===== config.mk =====
export PLATFORM = sky130hd
export DESIGN_NAME = keyword_lexer_stream_flat
export DESIGN_NICKNAME = d
export VERILOG_FILES = /design/src/hw/rtl/klx_pkg.sv /design/src/hw/rtl/klx_if.sv /design/src/hw/rtl/klx_front.sv /design/src/hw/rtl/klx_fifo.sv /design/src/hw/rtl/klx_back.sv /design/src/hw/rtl/keyword_lexer_stream.sv /design/src/flat_wrapper.sv
export SDC_FILE = /design/constraint.sdc
export NUM_CORES = 1
export LEC_CHECK = 0
export BUFFER_PORTS_ARGS = -buffer_cell sky130_fd_sc_hd__buf_2
export CORE_MARGIN = 4
export CORE_UTILIZATION = 50
export DETAILED_ROUTE_END_ITERATION = 16
export PLACE_DENSITY_LB_ADDON = 0.3
export REMOVE_ABC_BUFFERS = 1
export SLEW_MARGIN = 20
export SYNTH_ARGS = -nofsm -noshare
export SYNTH_HDL_FRONTEND = slang
export SYNTH_HIERARCHICAL = 1
export SYNTH_SLANG_ARGS = --single-unit
export TNS_END_PERCENT = 100

===== constraint.sdc =====
create_clock -name clk_i -period 6.5 [get_ports clk_i]
set_clock_uncertainty 0.15 [all_clocks]
set_input_delay 1.3 -clock clk_i [delete_from_list [all_inputs] [get_ports clk_i]]
set_output_delay 1.3 -clock clk_i [all_outputs]
set_load 0.05 [all_outputs]

===== src/hw/rtl/klx_pkg.sv =====
package klx_pkg;

  typedef enum logic [3:0] {
    KIND_IDENT      = 4'd0,
    KIND_INT_LIT    = 4'd1,
    KIND_STRING     = 4'd2,
    KIND_SPACE      = 4'd3,
    KIND_EQ         = 4'd4,
    KIND_COLON      = 4'd5,
    KIND_PLUS       = 4'd6,
    KIND_LPAREN     = 4'd7,
    KIND_RPAREN     = 4'd8,
    KIND_SEMI       = 4'd9,
    KIND_UNKNOWN    = 4'd10,
    KIND_KW_INT     = 4'd11,
    KIND_KW_DISP    = 4'd12,
    KIND_KW_RET     = 4'd13,
    KIND_KW_TAGSTOP = 4'd14
  } kind_e;

  typedef enum logic [2:0] {
    LM_IDLE    = 3'd0,
    LM_WORD    = 3'd1,
    LM_NUM     = 3'd2,
    LM_STR     = 3'd3,
    LM_COMMENT = 3'd4,
    LM_DASH    = 3'd5,
    LM_STOP    = 3'd6
  } lex_mode_e;

  typedef struct packed {
    kind_e       kind;
    logic [15:0] start_offset;
    logic [15:0] span_length;
    logic [7:0]  lead_char;
    logic        run_last;
    logic        text_done;
  } token_t;

  // all tokens caused by one text byte
  typedef struct packed {
    logic   two;
    token_t first;
    token_t second;
  } tok_pair_t;

  localparam int unsigned MaxWord   = 32;
  localparam int unsigned FifoDepth = 4;
  localparam int unsigned FifoAw    = $clog2(FifoDepth);

  typedef logic [FifoAw-1:0] fifo_ptr_t;
  typedef logic [FifoAw:0]   fifo_cnt_t;

  localparam logic [7:0] ChTab    = 8'h09;
  localparam logic [7:0] ChLf     = 8'h0A;
  localparam logic [7:0] ChSpace  = 8'h20;
  localparam logic [7:0] ChQuote  = 8'h22;
  localparam logic [7:0] ChLparen = 8'h28;
  localparam logic [7:0] ChRparen = 8'h29;
  localparam logic [7:0] ChPlus   = 8'h2B;
  localparam logic [7:0] ChDash   = 8'h2D;
  localparam logic [7:0] ChColon  = 8'h3A;
  localparam logic [7:0] ChSemi   = 8'h3B;
  localparam logic [7:0] ChEq     = 8'h3D;

  // keywords: int, disp, ret, tagstop
  localparam logic [7:0] KwText [4][8] = '{
    '{8'h69, 8'h6E, 8'h74, 8'h00, 8'h00, 8'h00, 8'h00, 8'h00},
    '{8'h64, 8'h69, 8'h73, 8'h70, 8'h00, 8'h00, 8'h00, 8'h00},
    '{8'h72, 8'h65, 8'h74, 8'h00, 8'h00, 8'h00, 8'h00, 8'h00},
    '{8'h74, 8'h61, 8'h67, 8'h73, 8'h74, 8'h6F, 8'h70, 8'h00}
  };
  localparam logic [15:0] KwLen [4] = '{16'd3, 16'd4, 16'd3, 16'd7};

endpackage


===== src/hw/rtl/klx_if.sv =====
interface klx_in_if;
  logic       valid;
  logic       ready;
  logic [7:0] text_byte;
  logic       final_byte;

  modport source (output valid, output text_byte, output final_byte, input ready);
  modport sink (input valid, input text_byte, input final_byte, output ready);
endinterface

interface klx_out_if;
  logic            valid;
  logic            ready;
  klx_pkg::kind_e  kind;
  logic [15:0]     start_offset;
  logic [15:0]     span_length;
  logic [7:0]      lead_char;
  logic            run_last;
  logic            text_done;

  modport source (output valid, output kind, output start_offset, output span_length,
                  output lead_char, output run_last, output text_done, input ready);
  modport sink (input valid, input kind, input start_offset, input span_length,
                input lead_char, input run_last, input text_done, output ready);
endinterface


===== src/hw/rtl/klx_front.sv =====
module klx_front (
  input  logic               clk_i,
  input  logic               rst_ni,
  klx_in_if.sink             text_i,
  output logic               push_valid_o,
  input  logic               push_ready_i,
  output klx_pkg::tok_pair_t push_data_o
);
  import klx_pkg::*;

  lex_mode_e   mode_q, mode_d, mid_mode;
  logic [15:0] off_q, off_d;
  logic [15:0] start_q, start_d, mid_start;
  logic [15:0] len_q, len_d, mid_len;
  logic [3:0]  hits_q, hits_d, mid_hits;
  logic [7:0]  fc_q, fc_d, mid_fc;

  logic [7:0]  c;
  logic        fin, accept;
  logic        is_letter, is_digit, is_alnum;
  logic        word_cont, num_cont, do_idle;
  logic [3:0]  hits_upd, ib_hits;
  lex_mode_e   ib_mode;
  logic        ib_emit;
  kind_e       ib_kind;
  kind_e       a_kind;
  logic        a_v, b_v, c_v;
  token_t      a_tok, b_tok, c_tok;
  tok_pair_t   pair;

  function automatic kind_e word_kind(logic [3:0] hits, logic [15:0] len);
    kind_e k;
    k = KIND_IDENT;
    if (hits[0] && len == KwLen[0]) k = KIND_KW_INT;
    if (hits[1] && len == KwLen[1]) k = KIND_KW_DISP;
    if (hits[2] && len == KwLen[2]) k = KIND_KW_RET;
    if (hits[3] && len == KwLen[3]) k = KIND_KW_TAGSTOP;
    return k;
  endfunction

  assign c      = text_i.text_byte;
  assign fin    = text_i.final_byte;
  assign accept = text_i.valid && push_ready_i;

  assign is_letter = c inside {[8'h41:8'h5A], [8'h61:8'h7A]};
  assign is_digit  = c inside {[8'h30:8'h39]};
  assign is_alnum  = is_letter || is_digit;
  assign word_cont = is_alnum && (len_q < 16'(MaxWord));
  assign num_cont  = is_digit && (len_q < 16'(MaxWord));
  assign a_kind    = word_kind(hits_q, len_q);

  always_comb begin
    for (int i = 0; i < 4; i++) begin
      hits_upd[i] = hits_q[i] && (len_q < KwLen[i]) && (KwText[i][len_q[2:0]] == c);
      ib_hits[i]  = (KwText[i][0] == c);
    end
  end

  // byte seen from the idle mode
  always_comb begin
    ib_mode = LM_IDLE;
    ib_emit = 1'b0;
    ib_kind = KIND_UNKNOWN;
    if (is_letter) begin
      ib_mode = LM_WORD;
    end else if (is_digit) begin
      ib_mode = LM_NUM;
    end else if (c == ChQuote) begin
      ib_mode = LM_STR;
    end else if (c == ChDash) begin
      ib_mode = LM_DASH;
    end else begin
      ib_emit = 1'b1;
      case (c)
        ChSpace, ChTab, ChLf: ib_kind = KIND_SPACE;
        ChEq:                 ib_kind = KIND_EQ;
        ChColon:              ib_kind = KIND_COLON;
        ChPlus:               ib_kind = KIND_PLUS;
        ChLparen:             ib_kind = KIND_LPAREN;
        ChRparen:             ib_kind = KIND_RPAREN;
        ChSemi:               ib_kind = KIND_SEMI;
        default:              ib_kind = KIND_UNKNOWN;
      endcase
    end
  end

  // next state
  always_comb begin
    mid_mode  = mode_q;
    mid_start = start_q;
    mid_len   = len_q;
    mid_hits  = hits_q;
    mid_fc    = fc_q;
    do_idle   = 1'b0;
    case (mode_q)
      LM_WORD: begin
        if (word_cont) begin
          mid_hits = hits_upd;
          mid_len  = len_q + 16'd1;
        end else begin
          mid_hits = 4'hF;
          if (a_kind == KIND_KW_TAGSTOP) mid_mode = LM_STOP;
          else do_idle = 1'b1;
        end
      end
      LM_NUM: begin
        if (num_cont) mid_len = len_q + 16'd1;
        else do_idle = 1'b1;
      end
      LM_STR: begin
        if (c == ChQuote) begin
          mid_mode = LM_IDLE;
        end else begin
          if (len_q == 16'd0) mid_fc = c;
          if (len_q != 16'hFFFF) mid_len = len_q + 16'd1;
        end
      end
      LM_COMMENT: begin
        if (c == ChLf) do_idle = 1'b1;
      end
      LM_DASH: begin
        if (c == ChDash) mid_mode = LM_COMMENT;
        else do_idle = 1'b1;
      end
      LM_STOP: begin
      end
      default: do_idle = 1'b1;
    endcase
    if (do_idle) begin
      mid_mode = ib_mode;
      if (!ib_emit) begin
        mid_start = (c == ChQuote) ? off_q + 16'd1 : off_q;
        mid_len   = (c == ChQuote) ? 16'd0 : 16'd1;
        mid_fc    = (c == ChQuote) ? 8'h00 : c;
      end
      if (is_letter) mid_hits = ib_hits;
    end
    mode_d  = fin ? LM_IDLE : mid_mode;
    hits_d  = fin ? 4'hF : mid_hits;
    off_d   = fin ? 16'd0 : off_q + 16'd1;
    start_d = mid_start;
    len_d   = mid_len;
    fc_d    = mid_fc;
  end

  // tokens
  always_comb begin
    a_v   = 1'b0;
    a_tok = '{kind: a_kind, start_offset: start_q, span_length: len_q, lead_char: fc_q,
              run_last: 1'b0, text_done: a_kind == KIND_KW_TAGSTOP};
    case (mode_q)
      LM_WORD: a_v = !word_cont;
      LM_NUM: begin
        a_v = !num_cont;
        a_tok.kind = KIND_INT_LIT;
        a_tok.text_done = 1'b0;
      end
      LM_STR: begin
        a_v = (c == ChQuote);
        a_tok.kind = KIND_STRING;
        a_tok.text_done = 1'b0;
      end
      LM_DASH: begin
        a_v = (c != ChDash);
        a_tok.kind = KIND_UNKNOWN;
        a_tok.span_length = 16'd1;
        a_tok.lead_char = ChDash;
        a_tok.text_done = 1'b0;
      end
      default: a_v = 1'b0;
    endcase

    b_v   = do_idle && ib_emit;
    b_tok = '{kind: ib_kind, start_offset: off_q, span_length: 16'd1, lead_char: c,
              run_last: 1'b0, text_done: 1'b0};

    c_tok = '{kind: word_kind(mid_hits, mid_len), start_offset: mid_start,
              span_length: mid_len, lead_char: mid_fc, run_last: 1'b0,
              text_done: word_kind(mid_hits, mid_len) == KIND_KW_TAGSTOP};
    c_v   = 1'b0;
    case (mid_mode)
      LM_WORD: c_v = fin;
      LM_NUM: begin
        c_v = fin;
        c_tok.kind = KIND_INT_LIT;
        c_tok.text_done = 1'b0;
      end
      LM_STR: begin
        c_v = fin;
        c_tok.kind = KIND_STRING;
        c_tok.text_done = 1'b0;
      end
      LM_DASH: begin
        c_v = fin;
        c_tok.kind = KIND_UNKNOWN;
        c_tok.span_length = 16'd1;
        c_tok.lead_char = ChDash;
        c_tok.text_done = 1'b0;
      end
      default: c_v = 1'b0;
    endcase

    // at most two of the three fire, and never the idle token with the final flush
    pair.first  = a_v ? a_tok : (b_v ? b_tok : c_tok);
    pair.second = b_v ? b_tok : c_tok;
    pair.two    = a_v && (b_v || c_v);
    if (pair.two) begin
      pair.second.run_last  = 1'b1;
      pair.second.text_done = pair.second.text_done || fin;
    end else begin
      pair.first.run_last  = 1'b1;
      pair.first.text_done = pair.first.text_done || fin;
    end
  end

  assign text_i.ready = push_ready_i;
  assign push_valid_o = text_i.valid && (a_v || b_v || c_v);
  assign push_data_o  = pair;

  always_ff @(posedge clk_i or negedge rst_ni) begin
    if (!rst_ni) begin
      mode_q  <= LM_IDLE;
      off_q   <= 16'd0;
      hits_q  <= 4'hF;
      start_q <= 16'd0;
      len_q   <= 16'd0;
      fc_q    <= 8'h00;
    end else if (accept) begin
      mode_q  <= mode_d;
      off_q   <= off_d;
      hits_q  <= hits_d;
      start_q <= start_d;
      len_q   <= len_d;
      fc_q    <= fc_d;
    end
  end

  a_hits_idle: assert property (@(posedge clk_i) disable iff (!rst_ni)
    mode_q != LM_WORD |-> hits_q == 4'hF)
    else $error("keyword hits not cleared outside a word");

  a_word_len: assert property (@(posedge clk_i) disable iff (!rst_ni)
    mode_q == LM_WORD |-> len_q != 16'd0 && len_q <= 16'(MaxWord))
    else $error("word length out of range");

  a_final_restart: assert property (@(posedge clk_i) disable iff (!rst_ni)
    accept && fin |=> off_q == 16'd0 && mode_q == LM_IDLE)
    else $error("final byte did not restart the lexer");

endmodule


===== src/hw/rtl/klx_fifo.sv =====
module klx_fifo (
  input  logic               clk_i,
  input  logic               rst_ni,
  input  logic               push_valid_i,
  output logic               push_ready_o,
  input  klx_pkg::tok_pair_t push_data_i,
  output logic               pop_valid_o,
  input  logic               pop_ready_i,
  output klx_pkg::tok_pair_t pop_data_o
);
  import klx_pkg::*;

  tok_pair_t mem_q [FifoDepth];
  fifo_ptr_t wr_ptr_q, rd_ptr_q;
  fifo_cnt_t cnt_q;
  logic      push, pop;

  assign push_ready_o = cnt_q != fifo_cnt_t'(FifoDepth);
  assign pop_valid_o  = cnt_q != '0;
  assign pop_data_o   = mem_q[rd_ptr_q];
  assign push         = push_valid_i && push_ready_o;
  assign pop          = pop_valid_o && pop_ready_i;

  always_ff @(posedge clk_i) begin
    if (push) begin
      mem_q[wr_ptr_q] <= push_data_i;
    end
  end

  always_ff @(posedge clk_i or negedge rst_ni) begin
    if (!rst_ni) begin
      wr_ptr_q <= '0;
      rd_ptr_q <= '0;
      cnt_q    <= '0;
    end else begin
      if (push) wr_ptr_q <= wr_ptr_q + fifo_ptr_t'(1);
      if (pop) rd_ptr_q <= rd_ptr_q + fifo_ptr_t'(1);
      if (push && !pop) cnt_q <= cnt_q + fifo_cnt_t'(1);
      else if (pop && !push) cnt_q <= cnt_q - fifo_cnt_t'(1);
    end
  end

  a_cnt_bound: assert property (@(posedge clk_i) disable iff (!rst_ni)
    cnt_q <= fifo_cnt_t'(FifoDepth))
    else $error("queue count overflow");

endmodule


===== src/hw/rtl/klx_back.sv =====
module klx_back (
  input  logic               clk_i,
  input  logic               rst_ni,
  input  logic               pop_valid_i,
  output logic               pop_ready_o,
  input  klx_pkg::tok_pair_t pop_data_i,
  klx_out_if.source          tok_o
);
  import klx_pkg::*;

  logic   out_valid_q, second_v_q;
  token_t out_tok_q, second_tok_q;
  logic   load;

  assign load        = !out_valid_q || tok_o.ready;
  assign pop_ready_o = load && !second_v_q;

  always_ff @(posedge clk_i or negedge rst_ni) begin
    if (!rst_ni) begin
      out_valid_q <= 1'b0;
      second_v_q  <= 1'b0;
    end else if (load) begin
      if (second_v_q) begin
        out_valid_q <= 1'b1;
        second_v_q  <= 1'b0;
      end else begin
        out_valid_q <= pop_valid_i;
        second_v_q  <= pop_valid_i && pop_data_i.two;
      end
    end
  end

  always_ff @(posedge clk_i) begin
    if (load) begin
      if (second_v_q) begin
        out_tok_q <= second_tok_q;
      end else if (pop_valid_i) begin
        out_tok_q    <= pop_data_i.first;
        second_tok_q <= pop_data_i.second;
      end
    end
  end

  assign tok_o.valid        = out_valid_q;
  assign tok_o.kind         = out_tok_q.kind;
  assign tok_o.start_offset = out_tok_q.start_offset;
  assign tok_o.span_length  = out_tok_q.span_length;
  assign tok_o.lead_char    = out_tok_q.lead_char;
  assign tok_o.run_last     = out_tok_q.run_last;
  assign tok_o.text_done    = out_tok_q.text_done;

  a_second_behind_first: assert property (@(posedge clk_i) disable iff (!rst_ni)
    second_v_q |-> out_valid_q)
    else $error("second token pending without a shown first token");

endmodule


===== src/hw/rtl/keyword_lexer_stream.sv =====
// Each token a byte completes is written into the queue and then loaded into the output
// register, from which it is shown at the output.
// Throughput: one byte per cycle while the queue has room; a byte with two tokens shows them
// one after the other, and a four-entry queue between lexer and output register absorbs those.
// Bytes that complete no token produce no output word.
// Reset (rst_ni low, asynchronous): lexer idle, offset zero, queue and output empty.
module keyword_lexer_stream (
  input  logic      clk_i,
  input  logic      rst_ni,
  klx_in_if.sink    text_i,
  klx_out_if.source tok_o
);
  import klx_pkg::*;

  logic      push_valid, push_ready, pop_valid, pop_ready;
  tok_pair_t push_data, pop_data;

  klx_front u_front (
    .clk_i        (clk_i),
    .rst_ni       (rst_ni),
    .text_i       (text_i),
    .push_valid_o (push_valid),
    .push_ready_i (push_ready),
    .push_data_o  (push_data)
  );

  klx_fifo u_fifo (
    .clk_i        (clk_i),
    .rst_ni       (rst_ni),
    .push_valid_i (push_valid),
    .push_ready_o (push_ready),
    .push_data_i  (push_data),
    .pop_valid_o  (pop_valid),
    .pop_ready_i  (pop_ready),
    .pop_data_o   (pop_data)
  );

  klx_back u_back (
    .clk_i       (clk_i),
    .rst_ni      (rst_ni),
    .pop_valid_i (pop_valid),
    .pop_ready_o (pop_ready),
    .pop_data_i  (pop_data),
    .tok_o       (tok_o)
  );

endmodule


===== src/flat_wrapper.sv =====
// flat-port wrapper written by rule: the top's interface ports become plain ports
module keyword_lexer_stream_flat import klx_pkg::*;
  (clk_i, rst_ni, text_i_valid, text_i_text_byte, text_i_final_byte, text_i_ready, tok_o_valid, tok_o_kind, tok_o_start_offset, tok_o_span_length, tok_o_lead_char, tok_o_run_last, tok_o_text_done, tok_o_ready);
  klx_in_if text_i_i ();
  klx_out_if tok_o_i ();
  input  logic clk_i;
  input  logic rst_ni;
  input wire logic [$bits(text_i_i.valid)-1:0] text_i_valid;
  input wire logic [$bits(text_i_i.text_byte)-1:0] text_i_text_byte;
  input wire logic [$bits(text_i_i.final_byte)-1:0] text_i_final_byte;
  output wire logic [$bits(text_i_i.ready)-1:0] text_i_ready;
  output wire logic [$bits(tok_o_i.valid)-1:0] tok_o_valid;
  output wire logic [$bits(tok_o_i.kind)-1:0] tok_o_kind;
  output wire logic [$bits(tok_o_i.start_offset)-1:0] tok_o_start_offset;
  output wire logic [$bits(tok_o_i.span_length)-1:0] tok_o_span_length;
  output wire logic [$bits(tok_o_i.lead_char)-1:0] tok_o_lead_char;
  output wire logic [$bits(tok_o_i.run_last)-1:0] tok_o_run_last;
  output wire logic [$bits(tok_o_i.text_done)-1:0] tok_o_text_done;
  input wire logic [$bits(tok_o_i.ready)-1:0] tok_o_ready;
  assign text_i_i.valid = text_i_valid;
  assign text_i_i.text_byte = text_i_text_byte;
  assign text_i_i.final_byte = text_i_final_byte;
  assign text_i_ready = text_i_i.ready;
  assign tok_o_valid = tok_o_i.valid;
  assign tok_o_kind = tok_o_i.kind;
  assign tok_o_start_offset = tok_o_i.start_offset;
  assign tok_o_span_length = tok_o_i.span_length;
  assign tok_o_lead_char = tok_o_i.lead_char;
  assign tok_o_run_last = tok_o_i.run_last;
  assign tok_o_text_done = tok_o_i.text_done;
  assign tok_o_i.ready = tok_o_ready;
  keyword_lexer_stream u_core (.clk_i(clk_i), .rst_ni(rst_ni), .text_i(text_i_i), .tok_o(tok_o_i));
endmodule

==> flow_metrics.tcl <==
set metrics [dict create \
    outcome "complete, no violations" \
    clkTransAtPathRegs_ps 60 \
    synthTopCellsByArea "edfxtp_1 59%, mux4_2 8.9%, dfrtp_1 7.2%, mux2_2 3.2%, nand2_1 2.2%" \
    yosys_warnings 6 \
    rsz0062_at_grt "false" \
    final_hold_viol_count 0 \
    leakagePower_nw 9.15 \
    async_flop_share_pct 13.4 \
    hold_buffers 0 \
    worstMarginPinSlew_ps 967 \
    first_pass_iters 6 \
    slew_viol_final 0 \
    p_clk_share_pct 25.6 \
    fmax_ghz 0.200 \
    max_cap_violations 0 \
    synth_seq_cells 536 \
    row_count 79 \
    portBuffers 60 \
    synthFlopType "edfxtp_1" \
    grt_antenna_before_repair 1 \
    cts_buffers 53 \
    tns_ps 0 \
    drc 0 \
    cp.buffers_inverters 2 \
    insertion_delay_ps 620 \
    postCtsSetupRepairBufs 0 \
    critPathRequiredTime_ps 6680 \
    overflow 0 \
    p_comb_share_pct 30.8 \
    drtIter0Drc 1356 \
    viasPerCell 6.14 \
    grt_max_degree 64 \
    synth_enable_flop_cells 464 \
    start_util_pct 50.7 \
    ios 61 \
    setup_violations 0 \
    r2r-start "u_core/u_front/len_q[10]" \
    grt_usage_pct 21.5 \
    clock-sinks 536 \
    syn_area_um2 23700 \
    ir_worst_vdd_mv 0.354 \
    crit_chain "buf_2 -> o21ai_0 -> and2_1 -> o211ai_1 -> nand3_1 -> nand2_2 -> buf_4 -> nand2_1 -> and4b_1 -> a2bb2oi_1 -> o31ai_4 -> o22a_1" \
    crit_slowest_cell "buf_4" \
    grt_busiest_layer "met2" \
    power.total_mw 12.4 \
    ys_top_cells_by_count "464 x edfxtp_1, 137 x nand2_1, 93 x mux4_2" \
    cpLargestDelayFamily "simple AND/OR/NAND/NOR gates" \
    yosysTopAreaCell "edfxtp_1" \
    max_stage_delay_ps 640 \
    endpoint_kind "flop" \
    syn_inst 1557 \
    netSwitchingFraction_pct 33.3 \
    area_delta_synth_final_pct 11.4 \
    clockRootBuffer "clkbuf_16" \
    grt_use_met2_pct 34.7 \
    hpwl_mm 33.1 \
    gr-usage-met3_pct 4.19 \
    die_h_um 225 \
    cp_max_fo 63 \
    drtAntennaViolNets 0 \
    diodes 0 \
    path_class "primary input to flop" \
    routedWlPerCell_um 24.2 \
    fin_nets 1625 \
    yosys.area.top_type_share_pct 58.9 \
    start_kind "primary input" \
    avgSynthCellArea_um2 15.2 \
    drive_gt1_share_pct 22.3 \
    cellPowerDensity_nw_per_um2 472 \
    core-area_um2 46700 \
    switchingPower_mw 4.14 \
    crit_start "text_i_text_byte[1]" \
    die_w_um 225 \
    finalCriticalPeriod_ps 4990 \
    grt_pass1_wl_mm 83.5 \
    synth.most_common_cell "edfxtp_1" \
    postLayoutCoreUtil_pct 56.5 \
    cp_data_arrival_time_ps 5180 \
    p_int_mw 8.30 \
    finalCritPeriodShare_pct 76.8 \
    hp-start "u_core/u_front/start_q[10]" \
    h-tree-depth 2 \
    wirelength_mm 54.4 \
    dieArea_um2 50800 \
    num_vias 13817 \
    grt_use_met1_pct 30.3 \
    gp_congestion 0.931 \
    cts_buffer_depth 3 \
    slew_headroom_pct 35.5 \
    min_path_type "flop to flop" \
    synth-seq-area-share_pct 66.6 \
    ys_types 89 \
    whs_ps 361 \
    grt_pass1_vias 13830 \
    tritoncts "done" \
    cts_resized 0 \
    p_seq_share_pct 43.6 \
]
worst register-to-register path: cells and delay by family (launching register included):
kind,cells,cell delay (ps)
flip-flops,1,520
AND/OR/NAND/NOR,5,1840
AO/OA/AOI/OAI,4,1630
multiplexers,1,390
layer usage:
metal | up-vias | wire length (um)
li1 | 6167 | -
met1 | 7071 | 23700
met2 | 475 | 26000
met3 | 102 | 3240
met4 | 2 | 1450
met5 | - | 20
power by group through the flow:
stage / sequential [mW] / combinational [mW] / clock, mW
after floorplan: 6.08 / 2.13 / 0
after global placement: 5.46 / 3.80 / 0
after detailed placement: 5.50 / 3.85 / 0
after CTS: 5.43 / 3.87 / 3.26
after global routing: 5.51 / 4.12 / 3.40
final: 5.42 / 3.83 / 3.19
area by class of cell:
class                   count  area, um2
repair buffers             94        671
well taps                 607        759
multi-input cells         897       7270
clock inverters            33        440
flip-flops and latches    536      15700
clock buffers              67       1400
inverters                  18       67.6
fillers                  3642      20300
flip-flops by register name, summed over array words and instances, names as in the netlist, 4 cells and up:
register / count
u_core/u_fifo/mem_q: 372
u_core/u_back/second_tok_q: 46
u_core/u_back/tok_o.span_length: 16
u_core/u_back/tok_o.start_offset: 16
u_core/u_front/len_q: 16
u_core/u_front/off_q: 16
u_core/u_front/start_q: 16
u_core/u_back/tok_o.lead_char: 8
u_core/u_front/fc_q: 8
u_core/u_back/tok_o.kind: 4
u_core/u_front/hits_q: 4
placed cells by master (no fill, tap or decap), drive strengths merged, types with 22 or more instances in the layout:
master	instances
dfrtp	68
edfxtp	464
nand2	138
a21oi	47
and3	27
nor2	86
and2	22
mux2	68
clkinv	23
nand3	44
buf	94
mux4	93
o21ai	96
clkbuf	67
kinds of logic (layout without fill, tap and decap cells):
logic type	Yosys count	after routing	share of synthesized area, %
fa+ha+maj	12	12	0.667
buf+inv	124	212	2.86
mux	167	167	12.3
simple gates	410	410	8.63
compound gates	269	269	7.50
flops	536	536	66.6
xor+xnor	39	39	1.44
metrics by stage:
step / cells / cell area, um2 / setup WS, ps
floorplan: 1451 / 23000 / -461
global placement: 2152 / 24500 / 1100
detailed placement: 2152 / 24500 / 956
CTS: 2252 / 26400 / 1580
global route: 2252 / 26400 / 1200
finish: 2252 / 26400 / 1510
worst paths after layout:
kind,slack [ps],cells past startpoint,endpoint
min in group asynchronous,470,1,u_core/u_front/start_q[5]
worst min register to register,360,2,u_core/u_front/start_q[10]
max in group asynchronous,4660,2,u_core/u_fifo/rd_ptr_q[0]
worst max register to register,1700,10,u_core/u_fifo/mem_q[3][90]
worst min-delay path,360,2,u_core/u_front/start_q[10]
worst max-delay path,1510,12,u_core/u_fifo/mem_q[1][89]
(Power assumes the default switching activity.)
